## config.mk

```make
export PLATFORM = sky130hd
export DESIGN_NAME = decimal_fixed_point_square_root
export DESIGN_NICKNAME = d
export VERILOG_FILES = /design/src/rtl/dfsr_pkg.sv /design/src/rtl/dfsr_ctrl.sv /design/src/rtl/dfsr_datapath.sv /design/src/rtl/decimal_fixed_point_square_root.sv
export VERILOG_INCLUDE_DIRS = /design/src /design/src/rtl
export SDC_FILE = /design/constraint.sdc
export NUM_CORES = 1
export LEC_CHECK = 0
export BUFFER_PORTS_ARGS = -buffer_cell sky130_fd_sc_hd__buf_4
export CAP_MARGIN = 20
export CORE_ASPECT_RATIO = 2
export CORE_MARGIN = 4
export CORE_UTILIZATION = 35
export CTS_CLUSTER_SIZE = 30
export DETAILED_ROUTE_END_ITERATION = 7
export HOLD_SLACK_MARGIN = 0.05
export RECOVER_POWER = 100
export SYNTH_ARGS = -nofsm -noshare
export SYNTH_HDL_FRONTEND = slang
export SYNTH_HIERARCHICAL = 1
export SYNTH_SLANG_ARGS = --single-unit
```

## constraint.sdc

```tcl
create_clock -name clk -period 4.48 [get_ports clk]
set_input_delay 0.448 -clock clk [delete_from_list [all_inputs] [get_ports clk]]
set_output_delay 0.448 -clock clk [all_outputs]
set_load 0.03 [all_outputs]
```

## src/rtl/assert_macros.svh

```systemverilog
// assertion helpers shared by the rtl modules
`ifndef ASSERT_MACROS_SVH
`define ASSERT_MACROS_SVH

// property checked on every clock edge outside reset
`define ASSERT_CLK(label, prop) \
    label: assert property (@(posedge clk) disable iff (!rst_n) (prop)) \
        else $error("assertion failed");

// expression that must never be true outside reset
`define ASSERT_NEVER(label, expr) \
    label: assert property (@(posedge clk) disable iff (!rst_n) !(expr)) \
        else $error("forbidden condition seen");

`endif

```

## src/rtl/dfsr_pkg.sv

```systemverilog
`timescale 1ns / 1ps

package dfsr_pkg;

    localparam int RADICAND_BITS         = 31;
    localparam int ROOT_BITS             = 26;
    localparam int MAX_FRACTION_DIGITS   = 3;
    localparam int FRAC_BITS             = 2;
    localparam int FRACTION_DIGITS_RESET = 3;

    // internal digit count, wide enough for the clamp value
    localparam int DIGIT_BITS = (MAX_FRACTION_DIGITS < 2) ? 1 : $clog2(MAX_FRACTION_DIGITS + 1);

    // each factor of 100 adds at most 7 bits
    localparam int SCALED_BITS   = RADICAND_BITS + 7 * MAX_FRACTION_DIGITS;
    localparam int SQ_BITS       = SCALED_BITS + (SCALED_BITS % 2);
    localparam int ITERS         = SQ_BITS / 2;
    localparam int REM_BITS      = ITERS + 2;
    localparam int ITER_CNT_BITS = (ITERS < 2) ? 1 : $clog2(ITERS);
    localparam logic [ITER_CNT_BITS-1:0] LAST_ITER = ITER_CNT_BITS'(ITERS - 1);

    typedef enum logic [3:0] {
        ST_IDLE  = 4'b0001,
        ST_SCALE = 4'b0010,
        ST_ROOT  = 4'b0100,
        ST_DONE  = 4'b1000
    } dfsr_state_t;

    typedef struct packed {
        logic load;
        logic scale_en;
        logic root_en;
        logic out_load;
    } dfsr_ctrl_t;

endpackage

```

## src/rtl/dfsr_ctrl.sv

```systemverilog
`timescale 1ns / 1ps
`include "assert_macros.svh"

module dfsr_ctrl (
    input  logic                           clk,
    input  logic                           rst_n,
    input  logic                           in_valid,
    input  logic [dfsr_pkg::DIGIT_BITS-1:0] digits,
    input  logic                           out_free,
    output logic                           idle,
    output dfsr_pkg::dfsr_ctrl_t           ctrl
);
    import dfsr_pkg::*;

    dfsr_state_t              state_reg, state_next;
    logic [DIGIT_BITS-1:0]    scale_cnt_reg, scale_cnt_next;
    logic [ITER_CNT_BITS-1:0] iter_cnt_reg, iter_cnt_next;

    always_comb
    begin
        state_next     = state_reg;
        scale_cnt_next = scale_cnt_reg;
        iter_cnt_next  = iter_cnt_reg;
        ctrl           = '0;
        unique case (state_reg)
            ST_IDLE:
            begin
                if (in_valid)
                begin
                    ctrl.load      = 1'b1;
                    scale_cnt_next = '0;
                    iter_cnt_next  = '0;
                    state_next     = (digits == '0) ? ST_ROOT : ST_SCALE;
                end
            end
            ST_SCALE:
            begin
                ctrl.scale_en  = 1'b1;
                scale_cnt_next = scale_cnt_reg + 1'b1;
                if (scale_cnt_reg == digits - 1'b1)
                begin
                    state_next = ST_ROOT;
                end
            end
            ST_ROOT:
            begin
                ctrl.root_en  = 1'b1;
                iter_cnt_next = iter_cnt_reg + 1'b1;
                if (iter_cnt_reg == LAST_ITER)
                begin
                    state_next = ST_DONE;
                end
            end
            ST_DONE:
            begin
                if (out_free)
                begin
                    ctrl.out_load = 1'b1;
                    state_next    = ST_IDLE;
                end
            end
            default:
            begin
                state_next = ST_IDLE;
            end
        endcase
    end

    always_ff @(posedge clk or negedge rst_n)
    begin
        if (!rst_n)
        begin
            state_reg     <= ST_IDLE;
            scale_cnt_reg <= '0;
            iter_cnt_reg  <= '0;
        end
        else
        begin
            state_reg     <= state_next;
            scale_cnt_reg <= scale_cnt_next;
            iter_cnt_reg  <= iter_cnt_next;
        end
    end

    assign idle = (state_reg == ST_IDLE);

    // scaling never runs past the configured digit count
    `ASSERT_CLK(a_scale_bound, (state_reg == ST_SCALE) |-> (scale_cnt_reg < digits))
    // the last root step hands over to the result stage
    `ASSERT_CLK(a_root_done, (state_reg == ST_ROOT && iter_cnt_reg == LAST_ITER) |=> (state_reg == ST_DONE))

endmodule

```

## src/rtl/dfsr_datapath.sv

```systemverilog
`timescale 1ns / 1ps
`include "assert_macros.svh"

module dfsr_datapath (
    input  logic                              clk,
    input  logic                              rst_n,
    input  dfsr_pkg::dfsr_ctrl_t              ctrl,
    input  logic [dfsr_pkg::RADICAND_BITS-1:0] radicand,
    output logic [dfsr_pkg::ITERS-1:0]        root
);
    import dfsr_pkg::*;

    logic [SQ_BITS-1:0]  work_reg, work_next;
    logic [REM_BITS-1:0] rem_reg, rem_next;
    logic [ITERS-1:0]    root_reg, root_next;

    logic [SQ_BITS-1:0]  times_100;
    logic [REM_BITS-1:0] rem_ext;
    logic [REM_BITS-1:0] trial_sub;
    logic [REM_BITS:0]   diff;

    // x * 100 = x*64 + x*32 + x*4
    assign times_100 = (work_reg << 6) + (work_reg << 5) + (work_reg << 2);

    // bring down the next pair of radicand bits and try root*4 + 1
    assign rem_ext   = {rem_reg[REM_BITS-3:0], work_reg[SQ_BITS-1 -: 2]};
    assign trial_sub = REM_BITS'({root_reg, 2'b01});
    assign diff      = {1'b0, rem_ext} - {1'b0, trial_sub};

    always_comb
    begin
        work_next = work_reg;
        rem_next  = rem_reg;
        root_next = root_reg;
        if (ctrl.load)
        begin
            work_next = SQ_BITS'(radicand);
            rem_next  = '0;
            root_next = '0;
        end
        else if (ctrl.scale_en)
        begin
            work_next = times_100;
        end
        else if (ctrl.root_en)
        begin
            work_next = work_reg << 2;
            if (!diff[REM_BITS])
            begin
                rem_next  = diff[REM_BITS-1:0];
                root_next = {root_reg[ITERS-2:0], 1'b1};
            end
            else
            begin
                rem_next  = rem_ext;
                root_next = {root_reg[ITERS-2:0], 1'b0};
            end
        end
    end

    always_ff @(posedge clk or negedge rst_n)
    begin
        if (!rst_n)
        begin
            work_reg <= '0;
            rem_reg  <= '0;
            root_reg <= '0;
        end
        else
        begin
            work_reg <= work_next;
            rem_reg  <= rem_next;
            root_reg <= root_next;
        end
    end

    assign root = root_reg;

    // partial remainder never exceeds twice the partial root
    `ASSERT_CLK(a_rem_bound, rem_reg <= (REM_BITS'(root_reg) << 1))

endmodule

```

## src/rtl/decimal_fixed_point_square_root.sv

```systemverilog
`timescale 1ns / 1ps
`include "assert_macros.svh"

// Decimal fixed-point square root: each radicand transfer gives one result,
// floor(sqrt(radicand) * 10^p), where p is the fraction_digits register
// (reset value 3, written through cfg_we/cfg_wdata; the user must write it
// only while the block is idle, as the block itself does not enforce this).
// The block handles one item at a time. After a radicand transfer it scales
// by 100 p times (one shift-add per digit), then computes the root in the
// shared subtract-and-compare unit, one root bit per cycle, then moves the
// root into the output register once that register is free. The next
// radicand is taken only after that hand-over: the output register frees
// the input side as soon as the root is handed over, so a new radicand is
// taken while the previous result still waits on out_ready.
module decimal_fixed_point_square_root (
    input  logic                               clk,
    input  logic                               rst_n,
    input  logic                               cfg_we,
    input  logic [dfsr_pkg::FRAC_BITS-1:0]     cfg_wdata,
    input  logic                               in_valid,
    output logic                               in_ready,
    input  logic [dfsr_pkg::RADICAND_BITS-1:0] radicand,
    output logic                               out_valid,
    input  logic                               out_ready,
    output logic [dfsr_pkg::ROOT_BITS-1:0]     root_scaled
);
    import dfsr_pkg::*;

    logic [FRAC_BITS-1:0]  digits_reg;
    logic [DIGIT_BITS-1:0] eff_digits;
    logic                  out_valid_reg, out_valid_next;
    logic [ROOT_BITS-1:0]  root_scaled_reg;
    logic                  out_free;
    logic                  idle;
    logic [ITERS-1:0]      root;
    dfsr_ctrl_t            ctrl;

    always_ff @(posedge clk or negedge rst_n)
    begin
        if (!rst_n)
        begin
            digits_reg <= FRAC_BITS'(FRACTION_DIGITS_RESET);
        end
        else if (cfg_we)
        begin
            digits_reg <= cfg_wdata;
        end
    end

    assign eff_digits = (int'(digits_reg) > MAX_FRACTION_DIGITS) ?
                        DIGIT_BITS'(MAX_FRACTION_DIGITS) : DIGIT_BITS'(digits_reg);

    assign out_free = !out_valid_reg || out_ready;

    dfsr_ctrl u_ctrl (
        .clk      (clk),
        .rst_n    (rst_n),
        .in_valid (in_valid),
        .digits   (eff_digits),
        .out_free (out_free),
        .idle     (idle),
        .ctrl     (ctrl)
    );

    dfsr_datapath u_datapath (
        .clk      (clk),
        .rst_n    (rst_n),
        .ctrl     (ctrl),
        .radicand (radicand),
        .root     (root)
    );

    always_comb
    begin
        out_valid_next = out_valid_reg;
        priority if (ctrl.out_load)
        begin
            out_valid_next = 1'b1;
        end
        else if (out_ready)
        begin
            out_valid_next = 1'b0;
        end
        else
        begin
            out_valid_next = out_valid_reg;
        end
    end

    always_ff @(posedge clk or negedge rst_n)
    begin
        if (!rst_n)
        begin
            out_valid_reg <= 1'b0;
        end
        else
        begin
            out_valid_reg <= out_valid_next;
        end
    end

    always_ff @(posedge clk)
    begin
        if (ctrl.out_load)
        begin
            root_scaled_reg <= ROOT_BITS'(root);
        end
    end

    assign in_ready    = idle;
    assign out_valid   = out_valid_reg;
    assign root_scaled = root_scaled_reg;

    // a finished root never overwrites a result still waiting for transfer
    `ASSERT_NEVER(a_no_overwrite, ctrl.out_load && out_valid_reg && !out_ready)

endmodule

```

# == After elaboration in Yosys (flattened, before gate mapping) ==
# Index checks and enable logic that the tools add are counted.
# classes
addsub,6
mul,0
div_mod_pow,0
n_lt_le_gt_ge,0
eq_ne,11
shift,0
n_mux,29
n_bitwise,0
n_reduce_logical,12
# op_table
operator,count
2-to-1 mux 26 bit,7
2-to-1 mux 52 bit,3
adder 52 bit,2
subtractor 28 x 28 -> 29 bit,1
2-to-1 mux 4 bit,4
one-hot mux 4 bit (4 select lines),1
one-hot mux 5 bit (2 select lines),1
2-to-1 mux 1 bit,9
nonzero test 2 bit,4
"inequality test 2 x 1 -> 1 bit, second input constant",3
AND reduction 2 bit,3
"adder 5 x 1 -> 5 bit, second input constant",1
"equality test 5 bit, second input constant",1
2-to-1 mux 5 bit,1
"equality test 4 x 1 -> 1 bit, second input constant",1
"equality test 4 x 2 -> 1 bit, second input constant",1
"equality test 4 x 3 -> 1 bit, second input constant",1
"equality test 4 bit, second input constant",1
"inequality test 2 bit, second input constant",2
one-hot mux 2 bit (2 select lines),1
AND reduction 4 bit,1
2-to-1 mux 3 bit,1
nonzero test 3 bit,1
"adder 2 x 1 -> 2 bit, second input constant",1
other kinds (6),6
# word_totals
regBits,144
latch_bits,0
ram_bits,0
rom_bits,0
inputBits,38
output_inout_bits,28
wordCells,67
memories,0

# == Logic depth before layout (Yosys ltp) ==
# Gate-level depths: netlist (run 1).
# logic_depth
word_depth,5
ltp_mapped,13
depth_no_buf,13

# == Modules after synthesis ==
# The synthesis (run 1) kept the hierarchy.
# modules_own_cells
mod,n_inst,cells_each,area_each_um2,seq_area_each_um2
dfsr_datapath,1,1164,9917.0,2602.5
decimal_fixed_point_square_root,1,33,893.4,858.3
dfsr_ctrl,1,65,638.1,276.5

# == Worst setup path before layout (run 1) ==
# No wires, ideal clock.
# synth_timing
path_type,register to register
from,register u_datapath.work_reg[4]
to,register u_datapath.work_reg[48]
setup_time_ps,124
arrival_time_ps,3440
required_time_ps,4356
slack_ps,916
path_stages_with_launch,14
n_path_buf,0
synth_period_minus_slack_ps,3564
cell_sequence,dfrtp_1 inv_1 fa_1 inv_1 ha_1 fa_1 a211oi_2 o21ai_2 a211oi_4 o21bai_2 a2111oi_4 nor2_1 a21o_1 a211o_1
# synth_via
elab_chain_cells,4
# synth_lines
item,line,source
from (decl),dfsr_datapath.sv:13,"logic [SQ_BITS-1:0] work_reg, work_next;"
from (signal assigned),dfsr_datapath.sv:71,work_reg <= work_next;
adder 52 bit,dfsr_datapath.sv:23,assign times_100 = (work_reg << 6) + (work_reg << 5) + (work_reg << 2);
adder 52 bit *,dfsr_datapath.sv:23,
2-to-1 mux 52 bit *,dfsr_datapath.sv:41,else if (ctrl.scale_en)
2-to-1 mux 52 bit *,dfsr_datapath.sv:35,if (ctrl.load)
# Mark *: on every way between the ends. The rest lies on a longest branch, timed or not.
# A chain may end at the register's enable or synchronous reset.

# == Final worst setup path (run 1) ==
# layout_timing
from,register u_datapath.work_reg[5]
to,register u_datapath.work_reg[47]
# Same word-level chain as after synthesis.

==> results.yml, run 1 <==
finish:
  fill_cells: 3339
  regArea_mm2: 0.00374
  synthToLayoutAreaGrowth_pct: 11.4
  final_cell_area_mm2: 0.0128
  multi_input_area_mm2: 0.00719
  largest_register_ffs: 52
  drive_gt1_share_pct: 8.66
  final_nets: 1463
  insertedDiodeCount: 0
  instances_no_fill: 1743
timing:
  worstMarginPinSlew_ps: 3070
  hold_violations: 0
  max-slew-margin-rel_pct: -105
  rsz0062_at_grt: "false"
  slew_viol_final: 52
  fmax_ghz: 0.244
  finalSetupTns_ps: 0
  setup_violations: 0
  finalCritPeriodShare_pct: 91.4
  period_minus_slack_ps: 4090
  skew_ps: 12.8
logic_synthesis:
  syn_area_mm2: 0.0114
  syn_area_per_cell_um2: 9.07
  synthTopCellsByArea: "dfrtp_1 (25%), ha_1 (8.3%), fa_1 (8.0%)"
  synth_xor_area_share_pct: 3.83
  ys_ff_latch: 144
  netlist.area_leader.share_pct: 25.1
  synth.distinct_cells: 85
  synthAdderAreaFrac_pct: 16.3
  seq_area_frac_synth_pct: 32.6
  synthSimpleGateAreaFrac_pct: 16.5
  synth_top_cell_by_area: "dfrtp_1"
  syn_nets: 1422
  synth_top_family_by_area: "compound AO/OA/AOI/OAI gates"
  netlist_instances: 1262
  synth_compound_area_share_pct: 21.9
  synth_warnings: 6
  ys_async_sr_fraction_pct: 81.9
  synth-edff-count: 26
  muxShareOfSynthArea_pct: 4.48
  yosys_most_used_dff: "dfrtp_1"
clock_tree:
  clock_path_buffers: 2
  cts_resized: 0
  cts_tree: "yes"
  clock-sinks: 144
  holdBufCountCts: 0
  insertion_delay_ps: 450
  clockRootBuffer: "clkbuf_16"
  cts.clk_slew.worst_paths_ps: 70
  post_cts_buffers: 0
  cts_buffers: 17
  ctsHtreeMaxLevel: 4
die:
  ios: 66
  start_util_pct: 35.5
  die_h_um: 264
  rows: 93
  die-area_mm2: 0.0358
  die_width_um: 136
  core_area_mm2: 0.0322
critical_path:
  path_cells: "fa_1 -> ha_1 -> a21o_1 -> and4_1 -> o21ai_0 -> o311ai_1 -> a2111oi_2 -> o31ai_1 -> xnor2_1 -> o22ai_1"
  crit_type: "flop to flop"
  r2r_slack_ps: 390
  rr_worst_depth: 10
  cp_max_fo: 5
  critPathCaptureType: "flop"
  reg2reg_to: "u_datapath/work_reg[47]$_DFFE_PN0P_"
  slowest_delay_ps: 1020
  reg2reg_from: "u_datapath/work_reg[5]$_DFFE_PN0P_"
  cp.required_ps: 4760
  crit_slowest_cell: "o311ai_1"
  start_kind: "flop"
  worstPathArrival_ps: 4370
global_route:
  grt_pass1_vias: 10400
  grt.total_usage_pct: 18.9
  grt_max_degree: 53
  grt_first_pass_wirelength_um: 53200
  grt-ovfl-total: 0
  grt_antenna_before_repair: 0
route:
  drc: 0
  wl_um: 33200
  viasPerCell: 5.63
  drt_pre_antenna_iters: 5
  routedWlPerCell_um: 19.0
  vias: 9807
  drtIter0Drc: 433
  detail-route-antenna-nets: 0
min_path:
  hp-class: "primary input to flop"
  min_to: "u_datapath/work_reg[22]$_DFFE_PN0P_"
  whs_path_depth: 3
  min_from: "radicand[22]"
job:
  cap_violations: 2
placed_design:
  dp_cells: 1711
  io_buffers: 65
  gp_congestion: 0.926
  placed_cell_area_mm2: 0.0124
  place.detailed.hpwl_um: 25700
run_status:
  status: "finished with violations"
  violations: "capacitance limit, slew limit"
-- layout make-up --
cell class	count	share of cell area, %
timing repair buffer	82	3.83
inverter	64	1.88
clock inverter	14	0.962
sequential	144	29.3
clock buffer	18	3.44
multi-input combinational	994	56.4
tap	427	4.19
-- worst max-delay path by stage --
stage,start,to,slack (ps),cells after the start
2_1_floorplan,u_datapath/work_reg[4]$_DFFE_PN0P_,u_datapath/work_reg[48]$_DFFE_PN0P_,920,13
3_3_place_gp,u_datapath/work_reg[4]$_DFFE_PN0P_,u_datapath/work_reg[48]$_DFFE_PN0P_,670,13
3_5_place_dp,u_datapath/work_reg[4]$_DFFE_PN0P_,u_datapath/work_reg[48]$_DFFE_PN0P_,640,13
4_1_cts,u_datapath/work_reg[4]$_DFFE_PN0P_,u_datapath/work_reg[48]$_DFFE_PN0P_,620,13
5_1_grt,u_datapath/work_reg[4]$_DFFE_PN0P_,u_datapath/work_reg[48]$_DFFE_PN0P_,200,13
6_report,u_datapath/work_reg[5]$_DFFE_PN0P_,u_datapath/work_reg[47]$_DFFE_PN0P_,390,10
-- per-stage QoR --
stage                     util, %  hold slack [ps]  worst slack, ps
after floorplan                 -              152              916
after global placement       38.4              463              666
after detailed placement     38.4              464              639
after CTS                    40.1             54.0              616
after global routing         39.6              214              200
final                        39.6              211              386
-- critical path, delay by kind of cell (launching register included) --
family | cells | cell delay [ps]
xor gates and xnor gates | 1 | 160
adders and majority gates | 2 | 870
AOI/OAI and AO/OA | 6 | 2160
DFF | 1 | 470
and+or+nand+nor | 1 | 250
-- kinds of logic (layout without fill, tap and decap cells) --
| family | count (synthesis) | in the layout |
|---|---|---|
| flip-flops | 144 | 144 |
| AND/OR/NAND/NOR | 392 | 392 |
| multiplexers | 50 | 50 |
| AO/OA/AOI/OAI | 380 | 380 |
| adder cells (fa/ha/maj) | 122 | 122 |
| XOR/XNOR | 50 | 50 |
| buffers and inverters | 124 | 178 |
-- cells in the mapped netlist (4+ instances only) --
cell type	n
ha_1	76
nor3_1	23
nand4_1	13
nor2b_1	9
nand2_1	128
mux2i_1	40
and3_1	15
o211ai_1	8
a21oi_1	99
or3_1	10
o21bai_1	12
o22ai_1	19
buf_1	4
dfrtp_1	115
and2_1	11
a31oi_1	8
a211oi_1	18
o21ai_0	86
nor2_1	72
o21a_1	10
mux2_2	10
a211o_1	4
a221o_1	4
nand2b_1	13
o31ai_1	6
nand3_1	67
inv_1	61
o221ai_1	4
o21ai_1	11
fa_1	46
clkbuf_1	44
xor2_1	11
edfxtp_1	26
or4_1	4
buf_2	10
a32oi_1	9
a21oi_2	4
a22o_1	5
nor4_1	7
xnor2_1	39
a21o_1	29
-- placed cells by master (no fill, tap or decap), types with 7 or more instances in the layout --
cell type	synthesis	final
nor2_1	72	72
o21a_1	10	10
clkbuf_16	0	17
nand2_1	128	128
dfrtp_1	115	115
nand4_1	13	13
a21o_1	29	29
edfxtp_1	26	26
and3_1	15	15
a211oi_1	18	20
o21ai_1	11	7
a21oi_1	99	98
nor3_1	23	23
a31oi_1	8	8
nor4_1	7	7
ha_1	76	76
mux2i_1	40	40
xor2_1	11	11
inv_1	61	62
o21bai_1	12	12
nor2b_1	9	9
mux2_2	10	10
fa_1	46	46
nand3_1	67	67
clkbuf_1	44	32
and2_1	11	10
o22ai_1	19	19
o211ai_1	8	8
xnor2_1	39	39
buf_4	1	47
a32oi_1	9	9
nand2b_1	13	13
o21ai_0	86	90
or3_1	10	10
-- per-layer routing --
metal,wire length [um],vias to the layer above,global-route usage (%),share of wire [%]
met1,11100,4781,17.2,33
met5,0,-,0,0
met3,814,111,2.57,2.5
met4,1810,0,11.2,5.5
li1,-,4695,-,-
met2,19400,220,37.9,59
Power of run 1 is not shown: default switching activity piles up to over one toggle a cycle in this logic, so the estimate is an artifact.
==> inputs of run 2 (changes only) <==
- SYNTH_HIERARCHICAL: 1 -> default
==> run 2 against run 1 <==
  * The run still ends with capacitance limit, slew limit left
  * Count of clock-buffer cells in the layout up 1
  * Core utilization is 0.36 points higher
  * Global-route usage decreased by 0.69 points
  * Hold slack got worse by 49 ps
  * Critical path type unchanged
==> results.yml, run 2 <==
run_status:
  status: "finished with violations"
  violations: "capacitance limit, slew limit"
logic_synthesis:
  synth_common_cells: "nand2_1 (135), dfrtp_1 (115), o21ai_0 (115), a21oi_1 (110), nand3_1 (78)"
  yosys_most_used_dff: "dfrtp_1"
  syn_area_mm2: 0.0108
  post-synth-top-count-cell: "nand2_1"
  syn_area_per_cell_um2: 8.97
  synth-edff-count: 26
  synth.distinct_cells: 66
  synthTopCellsByArea: "dfrtp_1 (27%), ha_1 (8.8%), fa_1 (8.5%)"
  ys_ff_latch: 144
  synth_warnings: 0
  ys_async_sr_fraction_pct: 81.9
  netlist_instances: 1203
  syn_nets: 1363
  synth_top_cell_by_area: "dfrtp_1"
  netlist.area_leader.share_pct: 26.7
  seq_area_frac_synth_pct: 34.7
critical_path:
  rr_worst_depth: 12
  worstPathArrival_ps: 4550
  cp.required_ps: 4850
  start_kind: "flop"
  critPathCaptureType: "flop"
  crit_type: "flop to flop"
  reg2reg_from: "u_datapath.root[1]$_DFFE_PN0P_"
  r2r_slack_ps: 300
  reg2reg_to: "u_datapath.rem_reg[1]$_DFFE_PN0P_"
  cp_max_fo: 7
die:
  core_area_mm2: 0.0303
  die_h_um: 256
  die-area_mm2: 0.0339
  start_util_pct: 35.6
  ios: 66
  die_width_um: 132
  rows: 90
finish:
  insertedDiodeCount: 0
  final_nets: 1403
  largest_register_ffs: 52
  fill_cells: 3050
  drive_gt1_share_pct: 6.61
  multi_input_area_mm2: 0.00661
  final_core_util_pct: 39.9
  synthToLayoutAreaGrowth_pct: 12.1
  final_cell_area_mm2: 0.0121
  regArea_mm2: 0.00374
  most-common-layout-cells: "nand2_1 (135), o21ai_0 (134), dfrtp_1 (115), a21oi_1 (109), nand3_1 (78)"
  layout_commonest_cell: "nand2_1"
timing:
  finalCritPeriodShare_pct: 93.3
  finalSetupTns_ps: 0
  period_minus_slack_ps: 4180
  hold_violations: 0
  fmax_ghz: 0.239
  rsz0062_at_grt: "false"
  worstMarginPinSlew_ps: 2660
  slew_viol_final: 116
  max-slew-margin-rel_pct: -77.1
  skew_ps: 9.57
  setup_violations: 0
clock_tree:
  cts_tree: "yes"
  ctsHtreeMaxLevel: 4
  clock_path_buffers: 2
  cts_resized: 0
  clock-sinks: 144
  clockRootBuffer: "clkbuf_16"
  insertion_delay_ps: 450
  cts.clk_slew.worst_paths_ps: 60
  cts_buffers: 17
job:
  cap_violations: 3
route:
  routedWlPerCell_um: 18.5
  highest_layer: "met4"
  drtIter0Drc: 505
  wl_um: 30100
  vias: 9128
  detail-route-antenna-nets: 0
  viasPerCell: 5.62
  drt_pre_antenna_iters: 5
  wl_met3_um: 954
  wl_met2_um: 16300
  m1WireLength_um: 11000
  drc: 0
min_path:
  hp-class: "primary input to flop"
  min_to: "digits_reg[0]$_DFFE_PN1P_"
  whs_path_depth: 2
  min_from: "cfg_we"
placed_design:
  place.detailed.hpwl_um: 22500
  io_buffers: 65
  gp_congestion: 0.929
  placed_cell_area_mm2: 0.0116
global_route:
  grt.total_usage_pct: 18.2
  grt_first_pass_wirelength_um: 49300
  grt_antenna_before_repair: 0
  grt_pass1_vias: 9528
  grt_max_degree: 102
  grt-ovfl-total: 0
## run 2: changes by cell type in the layout (fill, tap and decap cells not counted), moves of 9 or more
cell	previous run	this run
o22ai_1	19	5
nor3_1	23	10
a211oi_1	20	4
o21ai_0	90	134
nand3_1	67	78
a21oi_1	98	109
xor2_1	11	22
mux2_2	10	0
or3_1	10	1
mux2i_1	40	20
a22oi_1	3	14
## run 2: cells by family (layout without fill, tap and decap cells)
family                     count (synthesis)  after routing  synth area share (%)
adders and majority gates                122            122                  17.4
AOI/OAI and AO/OA                        389            389                  21.7
muxes                                     20             20                  1.86
xor gates and xnor gates                  68             68                  5.52
buffers and inverters                    112            165                  4.12
DFF                                      144            144                  34.7
and+or+nand+nor                          348            348                  14.8
## run 2: critical path, cell delays in order (launching register included)
cell	delay, ps
dfrtp_1	420
inv_1	90
ha_1	370
o21a_1	210
o31a_1	130
o41a_1	340
or4_1	410
nand2_1	150
o21ai_0	260
a311o_1	480
a31oi_1	830
mux2i_1	270
o2bb2ai_1	120
## run 2: final cells by class
type                    instances  share of cell area (%)
repair buffers                 79                    3.81
clock buffers                  19                    3.66
well taps                     368                    3.81
clock inverters                13                    1.46
flip-flops and latches        144                    30.9
inverters                      54                    1.68
multi-input cells             947                    54.7
## run 2: metrics by stage
stage | setup WS, ps | hold WS (ps) | instances
after floorplan | 960 | 152 | 1203
after global placement | 573 | 458 | 1591
after detailed placement | 491 | 457 | 1591
after CTS | 467 | 140 | 1624
after global routing | 103 | 170 | 1624
final | 299 | 162 | 1624
## run 2: timing repair
| item | 4_1_cts | 5_1_grt |
|---|---|---|
| hold buffers | 1 | 0 |
| endpoints found under the hold margin | 45 | 0 |
| setup buffers | 0 | 0 |
## run 2: how the worst max path moves through the flow
stage,from,to,slack (ps),cells after the start
after CTS,u_datapath.work_reg[24]$_DFFE_PN0P_,u_datapath.work_reg[51]$_DFFE_PN0P_,470,12
after global routing,rst_n,u_datapath.work_reg[23]$_DFFE_PN0P_,100,3
after global placement,u_datapath.work_reg[24]$_DFFE_PN0P_,u_datapath.work_reg[51]$_DFFE_PN0P_,570,12
final,u_datapath.root[1]$_DFFE_PN0P_,u_datapath.rem_reg[1]$_DFFE_PN0P_,300,12
after detailed placement,u_datapath.work_reg[24]$_DFFE_PN0P_,u_datapath.work_reg[51]$_DFFE_PN0P_,490,12
after floorplan,u_datapath.work_reg[18]$_DFFE_PN0P_,u_datapath.work_reg[51]$_DFFE_PN0P_,960,12
## run 2: per-layer routing
metal	global-route usage, %	up-vias
met4	11.3	0
met2	33.6	237
li1	-	4391
met5	0	-
met3	3.16	96
met1	18.9	4404
Power of run 2 is left out for the same reason.
